===== config.mk =====
export PLATFORM = sky130hd
export DESIGN_NAME = dual_counter_glitch_filter_history_top
export DESIGN_NICKNAME = d
export VERILOG_FILES = /design/src/sv/dcgf_pkg.sv /design/src/sv/dcgf_chk.sv /design/src/sv/dcgf_slot.sv /design/src/sv/dual_counter_glitch_filter_history_top.sv
export SDC_FILE = /design/constraint.sdc
export NUM_CORES = 2
export LEC_CHECK = 0
export ABC_CLOCK_PERIOD_IN_PS = 44900
export BUFFER_PORTS_ARGS = -buffer_cell sky130_fd_sc_hd__buf_2
export CORE_MARGIN = 4
export CORE_UTILIZATION = 55
export DETAILED_ROUTE_END_ITERATION = 10
export GPL_ROUTABILITY_DRIVEN = 1
export PLACE_DENSITY = 0.79
export REMOVE_ABC_BUFFERS = 1
export SLEW_MARGIN = 30
export SYNTH_ARGS = -nofsm -noshare
export SYNTH_HDL_FRONTEND = slang
export SYNTH_HIERARCHICAL = 1
export SYNTH_SLANG_ARGS = --single-unit

===== constraint.sdc =====
create_clock -name clk_i -period 44.9 [get_ports clk_i]
set_input_delay 8.98 -clock clk_i [delete_from_list [all_inputs] [get_ports clk_i]]
set_output_delay 8.98 -clock clk_i [all_outputs]
set_load 0.02 [all_outputs]

===== src/sv/dcgf_pkg.sv =====
// ----------------------------------------------------------------------------
// dcgf_pkg
// Shared types and constants of the dual counter glitch filter with history.
// ----------------------------------------------------------------------------
package dcgf_pkg;

  localparam int unsigned HISTORY_DEPTH_DEF = 10;
  localparam int unsigned COUNT_WIDTH_DEF   = 32;
  localparam int unsigned TIME_WIDTH_DEF    = 48;

  localparam int unsigned CFG_DATA_W  = 32;
  localparam int unsigned INTERVAL_W  = 16;
  localparam int unsigned MAX_JUMP_W  = 32;
  localparam int unsigned FILLED_W    = 4;

  localparam logic [INTERVAL_W-1:0] MIN_INTERVAL_RST   = 16'd5;
  localparam logic [MAX_JUMP_W-1:0] MAX_JUMP_RST       = 32'd1000;
  localparam logic [INTERVAL_W-1:0] STORE_INTERVAL_RST = 16'd200;
  localparam logic [INTERVAL_W-1:0] MIN_AGE_RST        = 16'd1280;

  localparam logic [FILLED_W-1:0] FILLED_MAX = 4'd15;

  typedef enum logic [1:0] {
    CFG_MIN_INTERVAL,
    CFG_MAX_JUMP,
    CFG_STORE_INTERVAL,
    CFG_MIN_AGE
  } cfg_idx_e;

endpackage


===== src/sv/dcgf_chk.sv =====
// ----------------------------------------------------------------------------
// dcgf_chk
// Glitch check of one counter against its last good value.
// ----------------------------------------------------------------------------
module dcgf_chk #(
  parameter int unsigned COUNT_WIDTH = dcgf_pkg::COUNT_WIDTH_DEF
) (
  input  logic [COUNT_WIDTH-1:0]          val_i,
  input  logic [COUNT_WIDTH-1:0]          last_i,
  input  logic [dcgf_pkg::MAX_JUMP_W-1:0] max_jump_i,
  input  logic                            have_prev_i,
  output logic                            bad_o,
  output logic [COUNT_WIDTH-1:0]          val_o
);
  import dcgf_pkg::*;

  localparam int unsigned XW = (COUNT_WIDTH > MAX_JUMP_W) ? COUNT_WIDTH : MAX_JUMP_W;

  logic [COUNT_WIDTH-1:0] diff;
  logic                   backwards;
  logic                   jump;

  assign diff      = val_i - last_i;
  assign backwards = val_i < last_i;
  assign jump      = XW'(diff) > XW'(max_jump_i);
  assign bad_o     = have_prev_i & (backwards | jump);
  assign val_o     = bad_o ? last_i : val_i;

endmodule


===== src/sv/dcgf_slot.sv =====
// ----------------------------------------------------------------------------
// dcgf_slot
// One history slot; loads the values on its inputs (the new poll or its neighbor's contents) when enabled.
// ----------------------------------------------------------------------------
module dcgf_slot #(
  parameter int unsigned COUNT_WIDTH = dcgf_pkg::COUNT_WIDTH_DEF,
  parameter int unsigned TIME_WIDTH  = dcgf_pkg::TIME_WIDTH_DEF
) (
  input  logic                   clk_i,
  input  logic                   rst_ni,
  input  logic                   en_i,
  input  logic [COUNT_WIDTH-1:0] a_i,
  input  logic [COUNT_WIDTH-1:0] b_i,
  input  logic [TIME_WIDTH-1:0]  time_i,
  output logic [COUNT_WIDTH-1:0] a_o,
  output logic [COUNT_WIDTH-1:0] b_o,
  output logic [TIME_WIDTH-1:0]  time_o
);
  import dcgf_pkg::*;

  logic [COUNT_WIDTH-1:0] a_q;
  logic [COUNT_WIDTH-1:0] b_q;
  logic [TIME_WIDTH-1:0]  time_q;

  // time of zero marks an empty slot
  always_ff @(posedge clk_i or negedge rst_ni) begin
    if (!rst_ni) begin
      time_q <= '0;
    end else if (en_i) begin
      time_q <= time_i;
    end
  end

  always_ff @(posedge clk_i) begin
    if (en_i) begin
      a_q <= a_i;
      b_q <= b_i;
    end
  end

  assign a_o    = a_q;
  assign b_o    = b_q;
  assign time_o = time_q;

endmodule


===== src/sv/dual_counter_glitch_filter_history_top.sv =====
// ----------------------------------------------------------------------------
// dual_counter_glitch_filter_history_top
// Poll filter for two counters with a shifting history of stored polls.
// ----------------------------------------------------------------------------
// One poll request is taken every clock cycle and its result appears in the
// output register in the next cycle. The whole state update (interval check,
// both glitch checks, history shift and oldest-slot check) happens in the
// cycle the request is taken, so a poll may follow in the next cycle; the
// only source of back pressure is the output register held by out_stall_i.
module dual_counter_glitch_filter_history_top #(
  parameter int unsigned HISTORY_DEPTH = dcgf_pkg::HISTORY_DEPTH_DEF,
  parameter int unsigned COUNT_WIDTH   = dcgf_pkg::COUNT_WIDTH_DEF,
  parameter int unsigned TIME_WIDTH    = dcgf_pkg::TIME_WIDTH_DEF
) (
  input  logic                            clk_i,
  input  logic                            rst_ni,
  input  logic                            cfg_we_i,
  input  dcgf_pkg::cfg_idx_e              cfg_idx_i,
  input  logic [dcgf_pkg::CFG_DATA_W-1:0] cfg_data_i,
  input  logic                            in_valid_i,
  output logic                            in_stall_o,
  input  logic [TIME_WIDTH-1:0]           time_ms_i,
  input  logic                            read_ok_i,
  input  logic [COUNT_WIDTH-1:0]          count_a_i,
  input  logic [COUNT_WIDTH-1:0]          count_b_i,
  output logic                            out_valid_o,
  input  logic                            out_stall_i,
  output logic                            accepted_o,
  output logic                            bad_a_o,
  output logic                            bad_b_o,
  output logic [COUNT_WIDTH-1:0]          good_a_o,
  output logic [COUNT_WIDTH-1:0]          good_b_o,
  output logic [TIME_WIDTH-1:0]           recent_time_o,
  output logic [dcgf_pkg::FILLED_W-1:0]   filled_slots_o,
  output logic                            oldest_valid_o,
  output logic [COUNT_WIDTH-1:0]          oldest_a_o,
  output logic [COUNT_WIDTH-1:0]          oldest_b_o,
  output logic [TIME_WIDTH-1:0]           oldest_time_o
);
  import dcgf_pkg::*;

  localparam int unsigned CNT_W = $clog2(HISTORY_DEPTH + 1);
  localparam logic [CNT_W-1:0] CNT_FULL = CNT_W'(HISTORY_DEPTH);

  // configuration
  logic [INTERVAL_W-1:0] min_interval_q;
  logic [MAX_JUMP_W-1:0] max_jump_q;
  logic [INTERVAL_W-1:0] store_interval_q;
  logic [INTERVAL_W-1:0] min_age_q;

  always_ff @(posedge clk_i or negedge rst_ni) begin
    if (!rst_ni) begin
      min_interval_q   <= MIN_INTERVAL_RST;
      max_jump_q       <= MAX_JUMP_RST;
      store_interval_q <= STORE_INTERVAL_RST;
      min_age_q        <= MIN_AGE_RST;
    end else if (cfg_we_i) begin
      case (cfg_idx_i)
        CFG_MIN_INTERVAL:   min_interval_q   <= cfg_data_i[INTERVAL_W-1:0];
        CFG_MAX_JUMP:       max_jump_q       <= cfg_data_i[MAX_JUMP_W-1:0];
        CFG_STORE_INTERVAL: store_interval_q <= cfg_data_i[INTERVAL_W-1:0];
        CFG_MIN_AGE:        min_age_q        <= cfg_data_i[INTERVAL_W-1:0];
        default: begin
        end
      endcase
    end
  end

  // poll state
  logic [TIME_WIDTH-1:0]  latest_q, latest_d;
  logic                   have_prev_q;
  logic [COUNT_WIDTH-1:0] last_a_q, last_b_q;
  logic [CNT_W-1:0]       slot_cnt_q, slot_cnt_d;

  logic out_valid_q;
  logic in_req;

  assign in_stall_o = out_valid_q & out_stall_i;
  assign in_req     = in_valid_i & ~in_stall_o;

  // interval check against the last accepted poll
  logic [TIME_WIDTH:0] since_last;
  logic                acc;

  assign since_last = {1'b0, time_ms_i} - {1'b0, latest_q};
  assign acc = in_req & read_ok_i & ~since_last[TIME_WIDTH]
             & (since_last[TIME_WIDTH-1:0] >= TIME_WIDTH'(min_interval_q));

  // glitch checks
  logic                   bad_a, bad_b;
  logic [COUNT_WIDTH-1:0] filt_a, filt_b;

  dcgf_chk #(.COUNT_WIDTH(COUNT_WIDTH)) u_chk_a (
    .val_i      (count_a_i),
    .last_i     (last_a_q),
    .max_jump_i (max_jump_q),
    .have_prev_i(have_prev_q),
    .bad_o      (bad_a),
    .val_o      (filt_a)
  );

  dcgf_chk #(.COUNT_WIDTH(COUNT_WIDTH)) u_chk_b (
    .val_i      (count_b_i),
    .last_i     (last_b_q),
    .max_jump_i (max_jump_q),
    .have_prev_i(have_prev_q),
    .bad_o      (bad_b),
    .val_o      (filt_b)
  );

  // history chain
  logic [COUNT_WIDTH-1:0] slot_a [HISTORY_DEPTH];
  logic [COUNT_WIDTH-1:0] slot_b [HISTORY_DEPTH];
  logic [TIME_WIDTH-1:0]  slot_t [HISTORY_DEPTH];

  logic                empty0;
  logic [TIME_WIDTH:0] since_store;
  logic                store_due;
  logic                wr0;
  logic                shift;

  assign empty0      = slot_t[0] == '0;
  assign since_store = {1'b0, time_ms_i} - {1'b0, slot_t[0]};
  assign store_due   = ~since_store[TIME_WIDTH]
                     & (since_store[TIME_WIDTH-1:0] >= TIME_WIDTH'(store_interval_q));
  assign wr0   = acc & (empty0 | store_due);
  assign shift = acc & ~empty0 & store_due;

  dcgf_slot #(.COUNT_WIDTH(COUNT_WIDTH), .TIME_WIDTH(TIME_WIDTH)) u_slot0 (
    .clk_i (clk_i),
    .rst_ni(rst_ni),
    .en_i  (wr0),
    .a_i   (filt_a),
    .b_i   (filt_b),
    .time_i(time_ms_i),
    .a_o   (slot_a[0]),
    .b_o   (slot_b[0]),
    .time_o(slot_t[0])
  );

  for (genvar i = 1; i < HISTORY_DEPTH; i++) begin : g_slot
    dcgf_slot #(.COUNT_WIDTH(COUNT_WIDTH), .TIME_WIDTH(TIME_WIDTH)) u_slot (
      .clk_i (clk_i),
      .rst_ni(rst_ni),
      .en_i  (shift),
      .a_i   (slot_a[i-1]),
      .b_i   (slot_b[i-1]),
      .time_i(slot_t[i-1]),
      .a_o   (slot_a[i]),
      .b_o   (slot_b[i]),
      .time_o(slot_t[i])
    );
  end

  // leading filled slots
  always_comb begin
    slot_cnt_d = slot_cnt_q;
    if (shift) begin
      if (slot_cnt_q != CNT_FULL) begin
        slot_cnt_d = slot_cnt_q + CNT_W'(1);
      end
    end else if (wr0) begin
      slot_cnt_d = (time_ms_i != '0) ? CNT_W'(1) : '0;
    end
  end

  assign latest_d = acc ? time_ms_i : latest_q;

  always_ff @(posedge clk_i or negedge rst_ni) begin
    if (!rst_ni) begin
      latest_q    <= '0;
      have_prev_q <= 1'b0;
      last_a_q    <= '0;
      last_b_q    <= '0;
      slot_cnt_q  <= '0;
    end else if (acc) begin
      latest_q    <= latest_d;
      have_prev_q <= 1'b1;
      last_a_q    <= filt_a;
      last_b_q    <= filt_b;
      slot_cnt_q  <= slot_cnt_d;
    end
  end

  // oldest slot after this poll
  logic [COUNT_WIDTH-1:0] old_a_d, old_b_d;
  logic [TIME_WIDTH-1:0]  old_t_d;
  logic [TIME_WIDTH:0]    old_age;
  logic                   old_ok;

  assign old_a_d = shift ? slot_a[HISTORY_DEPTH-2] : slot_a[HISTORY_DEPTH-1];
  assign old_b_d = shift ? slot_b[HISTORY_DEPTH-2] : slot_b[HISTORY_DEPTH-1];
  assign old_t_d = shift ? slot_t[HISTORY_DEPTH-2] : slot_t[HISTORY_DEPTH-1];
  assign old_age = {1'b0, latest_d} - {1'b0, old_t_d};
  assign old_ok  = (old_t_d != '0) & ~old_age[TIME_WIDTH]
                 & (old_age[TIME_WIDTH-1:0] >= TIME_WIDTH'(min_age_q));

  // output register
  logic                   accepted_q, bad_a_q, bad_b_q, oldest_valid_q;
  logic [COUNT_WIDTH-1:0] good_a_q, good_b_q, oldest_a_q, oldest_b_q;
  logic [TIME_WIDTH-1:0]  recent_time_q, oldest_time_q;
  logic [FILLED_W-1:0]    filled_q;

  always_ff @(posedge clk_i or negedge rst_ni) begin
    if (!rst_ni) begin
      out_valid_q <= 1'b0;
    end else begin
      out_valid_q <= in_req | (out_valid_q & out_stall_i);
    end
  end

  always_ff @(posedge clk_i) begin
    if (in_req) begin
      accepted_q     <= acc;
      bad_a_q        <= acc & bad_a;
      bad_b_q        <= acc & bad_b;
      good_a_q       <= acc ? filt_a : last_a_q;
      good_b_q       <= acc ? filt_b : last_b_q;
      recent_time_q  <= latest_d;
      filled_q       <= (32'(slot_cnt_d) > 32'(FILLED_MAX)) ? FILLED_MAX
                                                             : FILLED_W'(slot_cnt_d);
      oldest_valid_q <= old_ok;
      oldest_a_q     <= old_ok ? old_a_d : '0;
      oldest_b_q     <= old_ok ? old_b_d : '0;
      oldest_time_q  <= old_ok ? old_t_d : '0;
    end
  end

  assign out_valid_o    = out_valid_q;
  assign accepted_o     = accepted_q;
  assign bad_a_o        = bad_a_q;
  assign bad_b_o        = bad_b_q;
  assign good_a_o       = good_a_q;
  assign good_b_o       = good_b_q;
  assign recent_time_o  = recent_time_q;
  assign filled_slots_o = filled_q;
  assign oldest_valid_o = oldest_valid_q;
  assign oldest_a_o     = oldest_a_q;
  assign oldest_b_o     = oldest_b_q;
  assign oldest_time_o  = oldest_time_q;

`ifndef SYNTHESIS
  a_shift_count: assert property (@(posedge clk_i) disable iff (!rst_ni)
    shift |=> slot_cnt_q == (($past(slot_cnt_q) == CNT_FULL) ? CNT_FULL
                                                             : $past(slot_cnt_q) + CNT_W'(1)))
    else $error("slot count did not follow history shift");

  a_empty_head: assert property (@(posedge clk_i) disable iff (!rst_ni)
    (slot_t[0] == '0) |-> (slot_cnt_q == '0))
    else $error("filled slots counted with empty head slot");

  a_oldest_order: assert property (@(posedge clk_i) disable iff (!rst_ni)
    (out_valid_q && oldest_valid_q) |->
      (oldest_time_q != '0 && recent_time_q >= oldest_time_q))
    else $error("oldest slot reported out of order");

  a_bad_needs_acc: assert property (@(posedge clk_i) disable iff (!rst_ni)
    (out_valid_q && (bad_a_q || bad_b_q)) |-> accepted_q)
    else $error("counter flagged bad on a dropped request");
`endif

endmodule

# Word-level counts from Yosys, hierarchy flattened
# Index checks and enable logic that the tools add are counted.
op_classes:
  n_shift: 0
  n_mul: 0
  reduce_logical: 8
  n_mux: 12
  div: 0
  n_eq_ne: 4
  order_cmp: 7
  n_bitwise: 24
  addsub: 6
op_table:
  columns: ["cell", "n"]
  rows:
  - ["$mux W32", 6]
  - ["$sub A48 B48 Y49", 3]
  - ["$ge A48 B16 Y1", 3]
  - ["$mux W48", 2]
  - ["$reduce_bool A48 Y1", 2]
  - ["$gt A32 B32 Y1", 2]
  - ["$lt A32 B32 Y1", 2]
  - ["$sub A32 B32 Y32", 2]
  - ["$logic_not A48 Y1", 1]
  - ["$and A1 B1 Y1", 15]
  - ["$mux W4", 3]
  - ["$reduce_and A2 Y1", 4]
  - ["$not A1 Y1", 5]
  - ["$add A4 B1 Y4 const B", 1]
  - ["$eq A2 B2 Y1 const B", 2]
  - ["$ne A4 B4 Y1 const B", 1]
  - ["$or A1 B1 Y1", 4]
  - ["$eq A2 B1 Y1 const B", 1]
  - ["$logic_not A2 Y1", 1]
  - ["$mux W1", 1]
word_totals:
  output_inout_bits: 234
  ff_bits: 1550
  mem_bits_ro: 0
  mem_bits_rw: 0
  wordCells: 112
  memories: 0
  inputBits: 152
  latchBits: 0

# Longest topological paths before layout
depth:
  ltp_word: 13
  ltp_mapped: 66
  depth_no_buf: 60

# Cells and area by module
# Netlist, hierarchy kept.
modules_own_cells:
  columns: ["module", "seq_area_each_um2", "cells_each", "n_inst", "area_per_inst_um2"]
  rows:
  - ["dcgf_slot", 3123.0, 165, 10, 3782.4]
  - ["dual_counter_glitch_filter_history_top", 11937.7, 3037, 1, 28219.6]
  - ["dcgf_chk at u_chk_a", 0.0, 452, 1, 3266.9]
  - ["dcgf_chk at u_chk_b", 0.0, 434, 1, 3156.8]

# Worst setup path before layout
# Ideal clock, no wire load.
synth_path:
  path_type: "input to register"
  startpoint: "input port out_stall_i"
  endpoint: "register oldest_a_q[22] (netlist: oldest_a_o[22]), data pin"
  setup_slack_ns: 9.754
  stages: 51
  setup_ns: 0.255
  path_buffers: 6
  t_required_ns: 44.645
  arrival_ns: 34.891
  path_cell_list: "nand2_1 -> and2_1 -> nand2_1 -> a311o_1 -> buf_4 -> inv_4 -> buf_2 -> nand2_1 -> clkbuf_1 -> inv_1 -> mux2i_1 -> inv_1 -> ha_1 -> inv_1 -> fa_1 -> nand2_1 -> nand2_1 -> a21oi_1 -> [... 15 more ...] -> ha_1 -> nor2b_1 -> o21ai_0 -> o311ai_0 -> a211oi_1 -> o21ai_0 -> nor4_1 -> o21ai_0 -> a2111oi_0 -> o21ai_0 -> a2111oi_2 -> nand4b_1 -> nor4_1 -> nand4_1 -> o31ai_2 -> buf_6 -> buf_6 -> nor2_1"
synth_between:
  elab_chain_len: 13
  elab_cells_between_ends: 17
  cone_classes: "add/sub (1); order compare (1); mux (3); bitwise (11); reduce/logical (1)"
synth_lines:
  columns: ["element", "line", "source"]
  rows:
  - ["start, declared", "dual_counter_glitch_filter_history_top.sv:27", "input logic out_stall_i,"]
  - ["$and A1 B1 Y1 (*)", "dual_counter_glitch_filter_history_top.sv:78", "assign in_stall_o = out_valid_q & out_stall_i;"]
  - ["$not A1 Y1 (*)", "dual_counter_glitch_filter_history_top.sv:79", "assign in_req = in_valid_i & ~in_stall_o;"]
  - ["$and A1 B1 Y1 (*)", "dual_counter_glitch_filter_history_top.sv:79", null]
  - ["net in_req", "dual_counter_glitch_filter_history_top.sv:76", "logic in_req;"]
  - ["$and A1 B1 Y1 (*) (2 in series)", "dual_counter_glitch_filter_history_top.sv:86", "assign acc = in_req & read_ok_i & ~since_last[TIME_WIDTH]"]
  - ["$and A1 B1 Y1 (*)", "dual_counter_glitch_filter_history_top.sv:87", "& (since_last[TIME_WIDTH-1:0] >= TIME_WIDTH'(min_interval_q));"]
  - ["$and A1 B1 Y1 (*) (2 in series)", "dual_counter_glitch_filter_history_top.sv:127", "assign shift = acc & ~empty0 & store_due;"]
  - ["net shift", "dual_counter_glitch_filter_history_top.sv:120", "logic shift;"]
  - ["$mux W48 (*)", "dual_counter_glitch_filter_history_top.sv:193", "assign old_t_d = shift ? slot_t[HISTORY_DEPTH-2] : slot_t[HISTORY_DEPTH-1];"]
  - ["net old_t_d[0]", "dual_counter_glitch_filter_history_top.sv:187", "logic [TIME_WIDTH-1:0] old_t_d;"]
  - ["parallel branches: the longest is 3 deep, another holds $sub A48 B48 Y49", null, null]
  - ["$and A1 B1 Y1 (*)", "dual_counter_glitch_filter_history_top.sv:196", "& (old_age[TIME_WIDTH-1:0] >= TIME_WIDTH'(min_age_q));"]
  - ["end signal, assigned", "dual_counter_glitch_filter_history_top.sv:223", "oldest_a_q <= old_ok ? old_a_d : '0;"]
  - ["end, declared", "dual_counter_glitch_filter_history_top.sv:200", "logic [COUNT_WIDTH-1:0] good_a_q, good_b_q, oldest_a_q, oldest_b_q;"]
# Mark *: on every way through the listed nets, which the timed path passes.
# A chain may end at the register's enable or synchronous reset.

# Worst setup path in the final report
layout_path:
  startpoint: "input port time_ms_i[0]"
  endpoint: "register oldest_time_q[12] (netlist: oldest_time_o[12]), data pin"
layout_between:
  elab_chain_len: 11
  elab_cells_between_ends: 19
  cone_classes: "add/sub (3); order compare (3); mux (2); bitwise (10); reduce/logical (1)"
layout_lines:
  columns: ["element", "line", "source"]
  rows:
  - ["start, declared", "dual_counter_glitch_filter_history_top.sv:22", "input logic [TIME_WIDTH-1:0] time_ms_i,"]
  - ["parallel branches: the longest is 5 deep, another holds $sub A48 B48 Y49", null, null]
  - ["$and A1 B1 Y1 (*)", "dual_counter_glitch_filter_history_top.sv:127", null]
  - ["net shift", "dual_counter_glitch_filter_history_top.sv:120", null]
  - ["$mux W48 (*)", "dual_counter_glitch_filter_history_top.sv:193", null]
  - ["net old_t_d[0]", "dual_counter_glitch_filter_history_top.sv:187", null]
  - ["parallel branches: the longest is 3 deep, another holds $sub A48 B48 Y49", null, null]
  - ["$and A1 B1 Y1 (*)", "dual_counter_glitch_filter_history_top.sv:196", null]
  - ["end signal, assigned", "dual_counter_glitch_filter_history_top.sv:225", "oldest_time_q <= old_ok ? old_t_d : '0;"]
  - ["end, declared", "dual_counter_glitch_filter_history_top.sv:201", "logic [TIME_WIDTH-1:0] recent_time_q, oldest_time_q;"]
# Marked as above.

==> impl_metrics.ini <==
[clock_tree]
clock_latency_ns = 0.82
cts_tree = built
ctsHtreeMaxLevel = 4
ctsHoldBuffers = 0
cts_root_buffer = clkbuf_16
cts_resized = 0
cts_made_buffers = 156
clock_sinks = 1550
cts_buffer_depth = 3
postCtsSetupRepairBufs = 0
clk_pin_slew_ns = 0.06

[pwr]
power.share.clock_pct = 42.8
combPwrFrac_pct = 7.5
seq_power_share_pct = 49.6
swShare_pct = 23.9
power_density_nw_per_um2 = 37.9
leakagePower_uw = 0.0344
intPower_uw = 2350
power.switching_uw = 737
power_uw = 3090
irDropWorstVdd_mv = 0.0400

[detailed_routing]
postRouteAntennaNets = 0
wl_per_cell_um = 25.3
wl_um = 198000
drt-vias-per-instance = 6.06
drtIter0Drc = 4777
drc_errors = 0
first_pass_iters = 6
vias = 47500

[grt]
grt_max_degree = 189
grtUsageTotal_pct = 28.5
grt_pass1_vias = 46900
grt_overflow = 0
grt_pass1_wl_um = 295000
antenna_found_initial = 8

[synthesis]
async_flop_share_pct = 43.7
postSynthCellCount = 5573
synthTopCellsByArea = edfxtp_1, dfrtp_1, ha_1
syn_avg_cell_area_sq_um = 13.0
yosys_warnings = 6
yosysSeqAreaShare_pct = 59.6
synth_top_area_share_pct = 36.1
synth_ff_type = edfxtp_1
synth_area_sq_um = 72500
synth.largest_area_cell = edfxtp_1
synth_edf_count = 872
synth_cell_type_count = 108
ys_ff_latch = 1550

[cells_and_area]
area_delta_synth_final_pct = 12.4
fillers = 9788
final_cell_mix = edfxtp_1, dfrtp_1, nand2_1, buf_2, mux2_2
finalCoreUtilization_pct = 62.6
final-seq-area_sq_um = 43200
multi_input_area_sq_um = 26900
mostFrequentLayoutCell = edfxtp_1
nNetsFinal = 6420
drive_gt1_share_pct = 22.2

[die]
start_util_pct = 55.7
rows = 132
fp.dieH_um = 371
core_sq_um = 130000
die_w_um = 371
ios = 386
die_area_sq_um = 138000

[job]
timing.max_cap.violations = 0

[status]
status = completed

[critical_path]
cpMaxStageDelayCell = inv_8
crit_type = in2reg
worstPathArrival_ns = 23.84
crit_top_cell = o21ai_0
cp_max_fo = 88
start_kind = input pin
worst_setup_path_end_kind = register
max_stage_delay_ns = 0.71
worstPathRequired_ns = 45.40

[worst_hold_path]
hp-class = reg2reg

[timing]
hold_ws_ns = 0.394
finalHoldViolCount = 0
slew_viol_final = 0
period_needed_ns = 23.34
tightestPinTransition_ns = 1.10
timing.fmax_mhz = 42.9
setup_viol = 0
fin_crit_sh_pct = 52.0
skew_ns = 0.0543
rsz0062_at_grt = no
setup_tns_ns = 0
slew_headroom_pct = 26.9
setup_ws_ns = 21.56

[placed_design]
port_buffers = 385
dp_hpwl_um = 142000
dp_slack_ns = 20.95
gp_congestion = 0.950
==> path summary, 6_finish.rpt <==
kind                                         startpoint                          end  slack [ns]  depth (start not counted)
worst max-delay path                       time_ms_i[0]            oldest_time_o[12]       21.56                         62
worst min-delay path            g_slot[6].u_slot/b_o[9]      g_slot[7].u_slot/b_o[9]        0.39                          0
worst max register to register              latest_q[2]            oldest_time_o[12]       29.55                         60
worst min register to register  g_slot[6].u_slot/b_o[9]      g_slot[7].u_slot/b_o[9]        0.39                          0
max in group asynchronous                        rst_ni                 last_a_q[24]       33.76                          5
min in group asynchronous                        rst_ni  g_slot[6].u_slot/time_o[25]        8.17                          1
==> synthesized netlist by cell type (12+ instances only) <==
cell / instances
edfxtp_1: 872
dfrtp_1: 665
o21a_1: 44
xnor2_1: 84
xor2_1: 45
mux2_2: 351
clkbuf_1: 137
nor4_1: 49
a21o_1: 86
o221ai_1: 13
nand3_1: 53
nor3_1: 98
nand2b_1: 43
a221o_1: 35
o21ai_1: 27
nor2b_1: 34
o21ai_0: 259
nand4_1: 115
and3_1: 30
o211ai_1: 24
a22o_1: 33
buf_6: 40
mux2i_1: 126
buf_2: 44
inv_1: 342
or3_1: 19
mux2_4: 228
a211oi_1: 23
nand2_1: 456
a211o_1: 13
dfstp_2: 13
o21bai_1: 25
o22ai_1: 12
o31ai_1: 20
and2_1: 18
nor2_1: 241
a21oi_1: 288
ha_1: 320
and4_1: 12
a31oi_1: 28
==> power groups by stage <==
stage | clock network [uW] | logic [uW] | registers [uW]
global placement | 0 | 220 | 1560
floorplan | 0 | 130 | 1570
global route | 1410 | 255 | 1530
CTS | 1350 | 230 | 1530
detailed placement | 0 | 228 | 1560
finish | 1320 | 233 | 1530
==> critical path, delay by kind of cell <==
family | cells | cell delay, ns
fa+ha+maj | 6 | 1.63
compound gates | 22 | 4.28
buf+inv | 8 | 2.44
xor+xnor | 2 | 0.33
simple gates | 23 | 5.44
mux | 1 | 0.37
==> kinds of logic (layout without fill, tap and decap cells) <==
| kind of cell | count (synthesis) | in the layout | share of synthesized area, % |
|---|---|---|---|
| adders and majority gates | 325 | 325 | 5.66 |
| other | 0 | 12 | 0 |
| xor gates and xnor gates | 129 | 129 | 1.56 |
| muxes | 707 | 707 | 12.0 |
| buffers and inverters | 573 | 1076 | 3.48 |
| and+or+nand+nor | 1218 | 1218 | 8.07 |
| DFF | 1550 | 1550 | 59.6 |
| AOI/OAI and AO/OA | 1071 | 1071 | 9.70 |
==> cell type report <==
type	instances	area share [%]
Tap cell	1742	2.68
Clock inverter	83	1.24
Timing Repair Buffer	439	3.12
Sequential cell	1550	53.0
Inverter	346	1.62
Clock buffer	208	5.27
Multi-Input combinational cell	3450	33.0
Antenna cell	12	0.0369
==> layer usage <==
metal	global-route usage, %	part of all wire, %	vias to the layer above
met1	40.3	43	23700
li1	-	-	21300
met2	43.7	45	2051
met5	0	0.0056	-
met4	10.8	4.0	2
met3	6.08	8.1	390
==> sequential cells by signal, indices dropped and copies added (netlist names), 16 cells and up <==
| signal | flops |
|---|---|
| latest_q | 48 |
| g_slot.u_slot/time_o | 432 |
| min_interval_q | 16 |
| g_slot.u_slot/b_o | 288 |
| u_slot0/b_o | 32 |
| min_age_q | 16 |
| last_a_q | 32 |
| recent_time_o | 48 |
| g_slot.u_slot/a_o | 288 |
| good_b_o | 32 |
| oldest_time_o | 48 |
| oldest_b_o | 32 |
| max_jump_q | 32 |
| last_b_q | 32 |
| store_interval_q | 16 |
| u_slot0/time_o | 48 |
| oldest_a_o | 32 |
| good_a_o | 32 |
| u_slot0/a_o | 32 |
==> metrics by stage <==
stage / cell area (sq um) / std cells
after detailed placement: 76000 / 7524
after global placement: 75800 / 7520
after global routing: 81400 / 7818
final: 81400 / 7830
after CTS: 81300 / 7815
after floorplan: 71200 / 5346
(Power assumes the default switching activity.)
